--- src/sv/resp_array_tokenizer_top_assert.svh ---
// assertion macros for the array tokenizer
// used by resp_array_tokenizer_top.sv, no other dependencies
`ifndef RESP_ARRAY_TOKENIZER_TOP_ASSERT_SVH
`define RESP_ARRAY_TOKENIZER_TOP_ASSERT_SVH
`ifndef SYNTHESIS
`define RT_ASSERT_IMP(label, clk, rst_n, ante, cons) \
  label: assert property (@(posedge clk) disable iff (!rst_n) (ante) |-> (cons)) \
    else $error("resp tokenizer check failed");
`define RT_ASSERT_NXT(label, clk, rst_n, ante, cons) \
  label: assert property (@(posedge clk) disable iff (!rst_n) (ante) |=> (cons)) \
    else $error("resp tokenizer check failed");
`else
`define RT_ASSERT_IMP(label, clk, rst_n, ante, cons)
`define RT_ASSERT_NXT(label, clk, rst_n, ante, cons)
`endif
`endif

--- src/sv/resp_tok_pkg.sv ---
// types and constants for the array tokenizer
// no dependencies
`default_nettype none

package resp_tok_pkg;

  typedef enum logic [9:0] {
    PH_STAR    = 10'b00_0000_0001,
    PH_CNT_DIG = 10'b00_0000_0010,
    PH_CNT_LF  = 10'b00_0000_0100,
    PH_DOLLAR  = 10'b00_0000_1000,
    PH_LEN_DIG = 10'b00_0001_0000,
    PH_LEN_LF  = 10'b00_0010_0000,
    PH_DATA    = 10'b00_0100_0000,
    PH_SKIP    = 10'b00_1000_0000,
    PH_STOP    = 10'b01_0000_0000,
    PH_FAIL    = 10'b10_0000_0000
  } phase_t;

  // result kinds
  localparam logic [1:0] KIND_BYTE    = 2'd0;
  localparam logic [1:0] KIND_EMPTY   = 2'd1;
  localparam logic [1:0] KIND_VERDICT = 2'd2;

  // verdicts
  localparam logic [1:0] VERD_ACCEPT  = 2'd0;
  localparam logic [1:0] VERD_DISCARD = 2'd1;
  localparam logic [1:0] VERD_STOPPED = 2'd2;

  // protocol characters
  localparam logic [7:0] CH_STAR   = 8'h2A;
  localparam logic [7:0] CH_DOLLAR = 8'h24;
  localparam logic [7:0] CH_CR     = 8'h0D;
  localparam logic [7:0] CH_LF     = 8'h0A;
  localparam logic [7:0] CH_ZERO   = 8'h30;
  localparam logic [7:0] CH_NINE   = 8'h39;

  // result queue geometry
  localparam int QDEPTH = 4;
  localparam int QAW    = 2;
  localparam int QCW    = 3;

  typedef struct packed {
    logic [1:0] kind;
    logic [7:0] token_byte;
    logic       token_end;
    logic [1:0] verdict;
    logic       run_last;
  } result_t;

endpackage

`default_nettype wire

--- src/sv/resp_array_tokenizer_top.sv ---
// array tokenizer top level: byte-wise parser for an array of bulk strings
// depends on resp_tok_pkg and resp_array_tokenizer_top_assert.svh
`default_nettype none
`include "resp_array_tokenizer_top_assert.svh"

// Takes one message byte per transfer and parses '*count CR LF' followed by
// elements of the form '$len CR LF', len data bytes and two trailing bytes.
// Data bytes leave as token bytes (token_end on the last), a zero-length
// element leaves as one empty-token result, and the final byte of a message
// produces a verdict (accepted, discard, or stopped early) after which the
// parser is back at its reset state. The whole parse step for a byte is done
// in the cycle the byte is accepted, so one byte can be taken every cycle while
// in_ready is high; results are registered into a 4-entry result queue that
// drains one result per cycle while out_ready is high. A byte that both closes
// a token and ends the message gives two results, so the output side limits
// the rate: in_ready is held low while the queue holds more than two results.
// The length/count accumulate is a shift-and-add by ten with an overflow check
// against LEN_WIDTH bits.
module resp_array_tokenizer_top #(
  parameter int LEN_WIDTH = 32
) (
  input  wire logic       clk,
  input  wire logic       rst_n,
  // input byte channel
  input  wire logic       in_valid,
  output logic            in_ready,
  input  wire logic [7:0] in_data_byte,
  input  wire logic       in_end_of_message,
  // result channel
  output logic            out_valid,
  input  wire logic       out_ready,
  output logic [1:0]      out_kind,
  output logic [7:0]      out_token_byte,
  output logic            out_token_end,
  output logic [1:0]      out_verdict,
  output logic            out_run_last
);
  import resp_tok_pkg::*;

  // parser state
  phase_t               phase_r, phase_nxt;
  logic [LEN_WIDTH-1:0] dcount_r, dcount_nxt;   // declared element count
  logic [LEN_WIDTH-1:0] acc_r, acc_nxt;         // decimal accumulator
  logic                 seen_r, seen_nxt;       // a digit in this line
  logic [LEN_WIDTH-1:0] remain_r, remain_nxt;   // data bytes still to come
  logic [1:0]           skip_r, skip_nxt;       // trailing bytes still to skip
  logic [LEN_WIDTH-1:0] tcount_r, tcount_nxt;   // tokens seen so far
  logic                 excess_r, excess_nxt;   // more tokens than declared

  // result queue
  result_t              q_mem [QDEPTH];
  logic [QAW-1:0]       wr_ptr_r, rd_ptr_r;
  logic [QCW-1:0]       cnt_r, cnt_nxt;

  logic                 in_fire, out_fire;
  logic                 is_digit, line_ok, ovf;
  logic [LEN_WIDTH+3:0] acc_wide, prod;
  logic                 tok_vld;
  result_t              tok_res, verd_res;
  logic [1:0]           verd_code;
  logic [QAW-1:0]       verd_addr;

  assign in_fire  = in_valid & in_ready;
  assign out_fire = out_valid & out_ready;

  // room for the worst case of two results from one byte
  assign in_ready = (cnt_r <= QCW'(QDEPTH - 2));

  // decimal accumulate: acc * 10 + digit, overflow when the top nibble is set
  assign is_digit = (in_data_byte inside {[CH_ZERO:CH_NINE]});
  assign line_ok  = (in_data_byte == CH_CR) && seen_r;
  assign acc_wide = {4'b0000, acc_r};
  assign prod     = (acc_wide << 3) + (acc_wide << 1)
                    + {{LEN_WIDTH{1'b0}}, in_data_byte[3:0]};
  assign ovf      = |prod[LEN_WIDTH+3:LEN_WIDTH];

  always_comb begin
    phase_nxt  = phase_r;
    dcount_nxt = dcount_r;
    acc_nxt    = acc_r;
    seen_nxt   = seen_r;
    remain_nxt = remain_r;
    skip_nxt   = skip_r;
    tcount_nxt = tcount_r;
    excess_nxt = excess_r;
    tok_vld    = 1'b0;
    tok_res    = '0;
    verd_code  = VERD_DISCARD;

    case (phase_r)
      PH_STAR, PH_DOLLAR: begin
        if (in_data_byte == ((phase_r == PH_STAR) ? CH_STAR : CH_DOLLAR)) begin
          phase_nxt = (phase_r == PH_STAR) ? PH_CNT_DIG : PH_LEN_DIG;
          acc_nxt   = '0;
          seen_nxt  = 1'b0;
        end else begin
          phase_nxt = PH_STOP;
        end
      end
      PH_CNT_DIG, PH_LEN_DIG: begin
        if (is_digit) begin
          if (ovf) begin
            phase_nxt = PH_FAIL;
          end else begin
            acc_nxt  = prod[LEN_WIDTH-1:0];
            seen_nxt = 1'b1;
          end
        end else if (line_ok) begin
          if (phase_r == PH_CNT_DIG) begin
            dcount_nxt = acc_r;
            phase_nxt  = PH_CNT_LF;
          end else begin
            phase_nxt  = PH_LEN_LF;
          end
        end else begin
          phase_nxt = PH_FAIL;
        end
      end
      PH_CNT_LF: begin
        phase_nxt = (in_data_byte == CH_LF) ? PH_DOLLAR : PH_FAIL;
      end
      PH_LEN_LF: begin
        if (in_data_byte != CH_LF) begin
          phase_nxt = PH_FAIL;
        end else if (acc_r == '0) begin
          // zero-length element: one empty token
          tok_vld           = 1'b1;
          tok_res.kind      = KIND_EMPTY;
          tok_res.token_end = 1'b1;
          if (tcount_r == dcount_r) excess_nxt = 1'b1;
          else tcount_nxt = tcount_r + 1'b1;
          skip_nxt  = 2'd2;
          phase_nxt = PH_SKIP;
        end else begin
          remain_nxt = acc_r;
          phase_nxt  = PH_DATA;
        end
      end
      PH_DATA: begin
        remain_nxt         = remain_r - 1'b1;
        tok_vld            = 1'b1;
        tok_res.kind       = KIND_BYTE;
        tok_res.token_byte = in_data_byte;
        tok_res.token_end  = (remain_r == LEN_WIDTH'(1));
        if (remain_r == LEN_WIDTH'(1)) begin
          if (tcount_r == dcount_r) excess_nxt = 1'b1;
          else tcount_nxt = tcount_r + 1'b1;
          skip_nxt  = 2'd2;
          phase_nxt = PH_SKIP;
        end
      end
      PH_SKIP: begin
        skip_nxt = skip_r - 1'b1;
        if (skip_r == 2'd1) phase_nxt = PH_DOLLAR;
      end
      PH_STOP, PH_FAIL: begin
      end
      default: begin
        phase_nxt = PH_FAIL;
      end
    endcase

    // verdict from the state this byte leaves behind
    if (phase_nxt == PH_STOP) begin
      verd_code = VERD_STOPPED;
    end else if (phase_nxt == PH_DOLLAR && !excess_nxt && tcount_nxt == dcount_nxt) begin
      verd_code = VERD_ACCEPT;
    end
    tok_res.run_last = ~in_end_of_message;

    // end of message: back to reset values
    if (in_end_of_message) begin
      phase_nxt  = PH_STAR;
      dcount_nxt = '0;
      acc_nxt    = '0;
      seen_nxt   = 1'b0;
      remain_nxt = '0;
      skip_nxt   = '0;
      tcount_nxt = '0;
      excess_nxt = 1'b0;
    end
  end

  always_comb begin
    verd_res          = '0;
    verd_res.kind     = KIND_VERDICT;
    verd_res.verdict  = verd_code;
    verd_res.run_last = 1'b1;
  end

  // verdict goes behind the token when both are produced
  assign verd_addr = wr_ptr_r + QAW'(tok_vld);

  always_comb begin
    cnt_nxt = cnt_r;
    if (in_fire) cnt_nxt = cnt_nxt + QCW'(tok_vld) + QCW'(in_end_of_message);
    if (out_fire) cnt_nxt = cnt_nxt - 1'b1;
  end

  always_ff @(posedge clk) begin
    if (!rst_n) begin
      phase_r  <= PH_STAR;
      dcount_r <= '0;
      acc_r    <= '0;
      seen_r   <= 1'b0;
      remain_r <= '0;
      skip_r   <= '0;
      tcount_r <= '0;
      excess_r <= 1'b0;
      wr_ptr_r <= '0;
      rd_ptr_r <= '0;
      cnt_r    <= '0;
    end else begin
      if (in_fire) begin
        phase_r  <= phase_nxt;
        dcount_r <= dcount_nxt;
        acc_r    <= acc_nxt;
        seen_r   <= seen_nxt;
        remain_r <= remain_nxt;
        skip_r   <= skip_nxt;
        tcount_r <= tcount_nxt;
        excess_r <= excess_nxt;
        wr_ptr_r <= wr_ptr_r + QAW'(tok_vld) + QAW'(in_end_of_message);
      end
      if (out_fire) rd_ptr_r <= rd_ptr_r + 1'b1;
      cnt_r <= cnt_nxt;
    end
  end

  // queue payload, no reset needed
  always_ff @(posedge clk) begin
    if (in_fire && tok_vld) q_mem[wr_ptr_r] <= tok_res;
    if (in_fire && in_end_of_message) q_mem[verd_addr] <= verd_res;
  end

  // head of queue drives the result ports
  assign out_valid      = (cnt_r != '0);
  assign out_kind       = q_mem[rd_ptr_r].kind;
  assign out_token_byte = q_mem[rd_ptr_r].token_byte;
  assign out_token_end  = q_mem[rd_ptr_r].token_end;
  assign out_verdict    = q_mem[rd_ptr_r].verdict;
  assign out_run_last   = q_mem[rd_ptr_r].run_last;

  // checks
  `RT_ASSERT_IMP(a_queue_bound, clk, rst_n, 1'b1, cnt_r <= QCW'(QDEPTH))
  `RT_ASSERT_NXT(a_eom_resets, clk, rst_n, in_fire && in_end_of_message,
                 phase_r == PH_STAR && tcount_r == '0 && !excess_r)
  `RT_ASSERT_IMP(a_verdict_last, clk, rst_n, out_valid && out_kind == KIND_VERDICT,
                 out_run_last)
  `RT_ASSERT_IMP(a_data_left, clk, rst_n, phase_r == PH_DATA, remain_r != '0)
  `RT_ASSERT_IMP(a_tokens_bounded, clk, rst_n, 1'b1, tcount_r <= dcount_r)

endmodule

`default_nettype wire
--- config.mk ---
export PLATFORM = sky130hd
export DESIGN_NAME = resp_array_tokenizer_top
export DESIGN_NICKNAME = d
export VERILOG_FILES = /design/src/sv/resp_tok_pkg.sv /design/src/sv/resp_array_tokenizer_top.sv
export VERILOG_INCLUDE_DIRS = /design/src /design/src/sv
export SDC_FILE = /design/constraint.sdc
export NUM_CORES = 1
export LEC_CHECK = 0
export BUFFER_PORTS_ARGS = -buffer_cell sky130_fd_sc_hd__buf_2
export CORE_UTILIZATION = 64
export CTS_BUF_LIST = sky130_fd_sc_hd__clkbuf_16
export CTS_CLUSTER_SIZE = 30
export DETAILED_ROUTE_END_ITERATION = 8
export PLACE_DENSITY = 0.91
export SYNTH_ARGS = -nofsm -noshare
export SYNTH_HDL_FRONTEND = slang
export SYNTH_SLANG_ARGS = --single-unit
--- constraint.sdc ---
create_clock -name clk -period 6.83 [get_ports clk]
set_clock_uncertainty 0.15 [all_clocks]
set_input_delay 2.049 -clock clk [delete_from_list [all_inputs] [get_ports clk]]
set_output_delay 2.049 -clock clk [all_outputs]
set_load 0.05 [all_outputs]
==> impl_summary.md <==
Synth
The most used flip-flop cell after synthesis is sky130_fd_sc_hd__dfxtp_1. The post-synthesis cell count is 1,794. The register area share after synthesis is 30.1%. Among all cell types in the netlist, the one instantiated most often is sky130_fd_sc_hd__nor2_1.

The fraction of registers with async set or reset after synthesis is 0%. The synthesized design contains 207 register bits. The commonest cells after synthesis are sky130_fd_sc_hd__nor2_1, sky130_fd_sc_hd__dfxtp_1, sky130_fd_sc_hd__nand2_1. The post-synthesis cell type count is 84. Yosys printed 0 warnings. By area the synthesized netlist is led by sky130_fd_sc_hd__dfxtp_1, sky130_fd_sc_hd__ha_1, sky130_fd_sc_hd__a21oi_1. Summing every instance area after synthesis gives 14,000 um2.

The number of enable flip-flop cells after synthesis is 8. Summed over its instances, the top area cell type makes up ~28% of the synthesized netlist area. Averaged over all synthesized cells, the footprint is 7.82 um2.

The number of nets in the synthesized netlist is 1,881. The biggest area consumer among synthesized cells is sky130_fd_sc_hd__dfxtp_1.

Drt
After detailed routing, the number of remaining DRC violations is 0. The first TritonRoute pass finished after 7 iterations. The average wire per cell in the routed design is around 22 um. In this run, the number of DRC markers left after iteration 0 of detailed routing was 1,840. The routed design has 45,300 um of wire.

Once detail routing completed, the nets flagged for antenna violations numbered 0. The via-per-instance ratio is 7.05. The routed layout has roughly 14,000 vias.

Pwr
In this run the power density over the cells is ~210 nW/um2. The completed layout was analyzed and its total power is about 3.2 mW. The largest vdd supply drop is 0.000143 V.

In this run the static leakage power is about 5.9 nW.

Clock network
Gates resized during post-CTS repair numbered 0. Clock-pin slew was measured on the worst setup and hold paths at 60 ps. The clock net sink count is 207. The hold buffer count at CTS is 0. The tree is rooted in a sky130_fd_sc_hd__clkbuf_16. The clock reaches the later pin of the worst-skew pair after between 500 and 600 ps.

TritonCTS built the clock tree. The setup fix buffers added after clock tree synthesis is 0. The maximum level of the CTS H-tree is 1. The number of buffers inserted during clock tree synthesis is 24. The buffer depth of the longest clock path is 3.

Worst setup path
Broken down by cell family, the worst path's largest delay share belongs to simple AND/OR/NAND/NOR gates. The critical path goes through buf_2 > inv_1 > fa_1 > inv_1 > fa_1 > a21oi_1 > o21ai_0 > nand4_1 > a21oi_1 > nor4b_1 > o41ai_1 > xor2_1 > nor4_1 > and4_1 > buf_4 > a22o_1. STA puts the critical path data arrival time at 6380 ps. For this design, the slowest cell found on the critical path is sky130_fd_sc_hd__nor4_1.

For the worst flop-to-flop path, the logic depth is 15. The capturing point of the worst reg2reg path is acc_r[21]$_SDFFE_PN0P_. The reg-to-reg startpoint is acc_r[0]$_SDFFE_PN0P_. The required time of the worst setup path is about 7100 ps.

The largest single stage delay on the critical path is 660 ps. The number of buffers and inverters on the critical path is 4. STA classifies the critical path startpoint as an input pin.

The setup path with the least slack is of type in -> reg. STA classifies the critical path endpoint as a flop. Setup slack on the worst reg-to-reg path comes out at between 1500 and 2000 ps. Of all nets on the critical path, the largest fanout is 32.

Global route
The first-pass GRT wire length is 71,100 um. For this run, the total global-route usage over all layers was measured as 40.1%. The pin count of the biggest net entering global routing is 70. For this run the aggregate overflow at the end of global routing stands at 0. The via count of the first global-routing pass is 13,400. The number of antenna violations at the first check in global routing is 2.

Place
Once detailed placement completed, the half-perimeter wirelength came to 31,400 um. In this run the tool buffered the top-level ports with 28 buffer cells. Routability-driven placement finished with a final weighted congestion of 1.03.

Flow run
The tool flagged a number of max-cap violations equal to 0.

STA
The slew at the pin with the worst max-slew slack is slightly below 1000 ps. The max-slew violation total from the final report is 0. The total of endpoints with negative setup slack in the final report is 0. The total count of hold-check failures in the final report is 0. Headroom to the max-slew limit came out at a little over a third. Static timing analysis puts the maximum clock frequency at 165 MHz. Setup repair after global routing left no endpoint under its margin.

The share of the clock period used by the worst path after layout is 88.9%. After layout, the minimum clock period comes to 6070 ps. For the final routed database, the setup TNS stands at 0 ps. The minimum hold slack is slightly below 300 ps.

Min path
The path class of the tightest hold or removal check is reg -> reg. The path with the worst hold slack has its endpoint at q_mem[0][13]$_SDFFE_PP1P_. In this run the most critical hold path is launched from q_mem[0][13]$_SDFFE_PP1P_.

The number of instances on the worst hold path is 2.

Floorplanning
The die width is 150 um. The y dimension of the die is 150 um. The core outline area is 21,200 um2. The number of top-level pins is 29. The die footprint is 22,500 um2.

The floorplan has 53 rows. The initial utilization of the core area, before any placement, comes to ~66%.

Finish
The fraction of final layout cells with drive strength greater than 1 is under 10%. The area growth from synthesis to layout is 7.73%. The final layout contains 1,837 nets. The final core area utilization is 71.2%.

Run status
The run finished with clean final reports.
## per-stage QoR
| stage | area [um2] | worst slack, ps | instances |
|---|---|---|---|
| after CTS | 15100 | 893 | 2043 |
| after global placement | 14200 | 527 | 1999 |
| final | 15100 | 759 | 2046 |
| after floorplan | 14000 | 737 | 1794 |
| after global routing | 15100 | 536 | 2045 |
| after detailed placement | 14200 | 418 | 1999 |
## area by class of cell
type	count	area (um2)
timing repair buffer	56	350
tap	275	344
antenna	3	7.51
fill	1614	6110
clock buffer	25	626
sequential	207	4220
multi-input combinational	1437	9240
clock inverter	19	225
inverter	24	91.3
## worst max-delay path by stage
stage / from / end / slack, ps / cells past startpoint
global placement: in_data_byte[3] / acc_r[26]$_SDFFE_PN0P_ / 530 / 16
floorplan: in_data_byte[3] / acc_r[0]$_SDFFE_PN0P_ / 740 / 17
CTS: in_data_byte[3] / acc_r[21]$_SDFFE_PN0P_ / 890 / 16
detailed placement: in_data_byte[3] / acc_r[10]$_SDFFE_PN0P_ / 420 / 16
finish: in_data_byte[3] / acc_r[21]$_SDFFE_PN0P_ / 760 / 16
global route: in_data_byte[3] / acc_r[21]$_SDFFE_PN0P_ / 540 / 16
## flip-flops by register name, summed over array words and instances, names as in the netlist, named ones only
name	count
seen_r	1
tcount_r	32
excess_r	1
remain_r	32
dcount_r	32
skip_r	2
phase_r	10
q_mem	56
cnt_r	3
rd_ptr_r	2
wr_ptr_r	2
acc_r	32
## cell usage in the layout (no fill, tap or decap), types with 6 or more instances in the layout
master and n:
sky130_fd_sc_hd__o21ai_0 88, sky130_fd_sc_hd__nand2_1 176, sky130_fd_sc_hd__o31ai_1 11, sky130_fd_sc_hd__o21bai_1 8, sky130_fd_sc_hd__nand2b_1 11, sky130_fd_sc_hd__nand4b_1 6, sky130_fd_sc_hd__nor3_1 57, sky130_fd_sc_hd__a22oi_1 35
sky130_fd_sc_hd__clkbuf_16 25, sky130_fd_sc_hd__nor2b_1 14, sky130_fd_sc_hd__ha_1 71, sky130_fd_sc_hd__and3_1 17, sky130_fd_sc_hd__or3_1 23, sky130_fd_sc_hd__inv_1 24, sky130_fd_sc_hd__xor2_1 31, sky130_fd_sc_hd__mux4_2 14
sky130_fd_sc_hd__mux2i_1 25, sky130_fd_sc_hd__o211ai_1 10, sky130_fd_sc_hd__buf_2 28, sky130_fd_sc_hd__a211oi_1 22, sky130_fd_sc_hd__xnor2_1 74, sky130_fd_sc_hd__dfxtp_1 199, sky130_fd_sc_hd__o21a_1 9, sky130_fd_sc_hd__nor4_1 29
sky130_fd_sc_hd__and2_1 13, sky130_fd_sc_hd__nand4_1 34, sky130_fd_sc_hd__nor2_1 212, sky130_fd_sc_hd__nand3_1 73, sky130_fd_sc_hd__edfxtp_1 8, sky130_fd_sc_hd__clkinv_1 6, sky130_fd_sc_hd__a21o_1 35, sky130_fd_sc_hd__buf_4 28
sky130_fd_sc_hd__or4_1 10, sky130_fd_sc_hd__o22ai_1 6, sky130_fd_sc_hd__a31oi_1 17, sky130_fd_sc_hd__a22o_1 36, sky130_fd_sc_hd__a21oi_1 168, sky130_fd_sc_hd__a2111oi_0 6
## report_power, final
part	switching, mW	leakage, nW	total, mW	internal, mW
sequential	0.0642	1.68	1.32	1.26
clock	0.543	0.418	1.40	0.853
combinational	0.343	3.75	0.500	0.157
total	0.951	5.85	3.22	2.27
## kinds of logic (layout without fill, tap and decap cells)
logic type               after synthesis  after routing  share of synthesized area (%)
AO/OA/AOI/OAI                        502            502                           23.2
XOR/XNOR                             105            105                           6.56
adder cells (fa/ha/maj)               74             74                           6.76
buffers and inverters                150            124                           4.16
flip-flops                           207            207                           30.1
multiplexers                          41             41                           4.19
other                                  0              3                              0
AND/OR/NAND/NOR                      715            715                           25.0
## worst min-delay path: cells and delay by family (launching register included)
kind          cells  cell delay, ps
flops             1             310
simple gates      2              90
## layer usage
layer | track usage [%] | share of wire [%] | vias up
met2 | 61.6 | 44 | 993
met4 | 25.2 | 5.9 | 0
li1 | - | - | 6498
met1 | 51.2 | 39 | 6736
met3 | 8.75 | 11 | 207
met5 | 0 | 0 | -
Power figures use the tool's default switching activity.
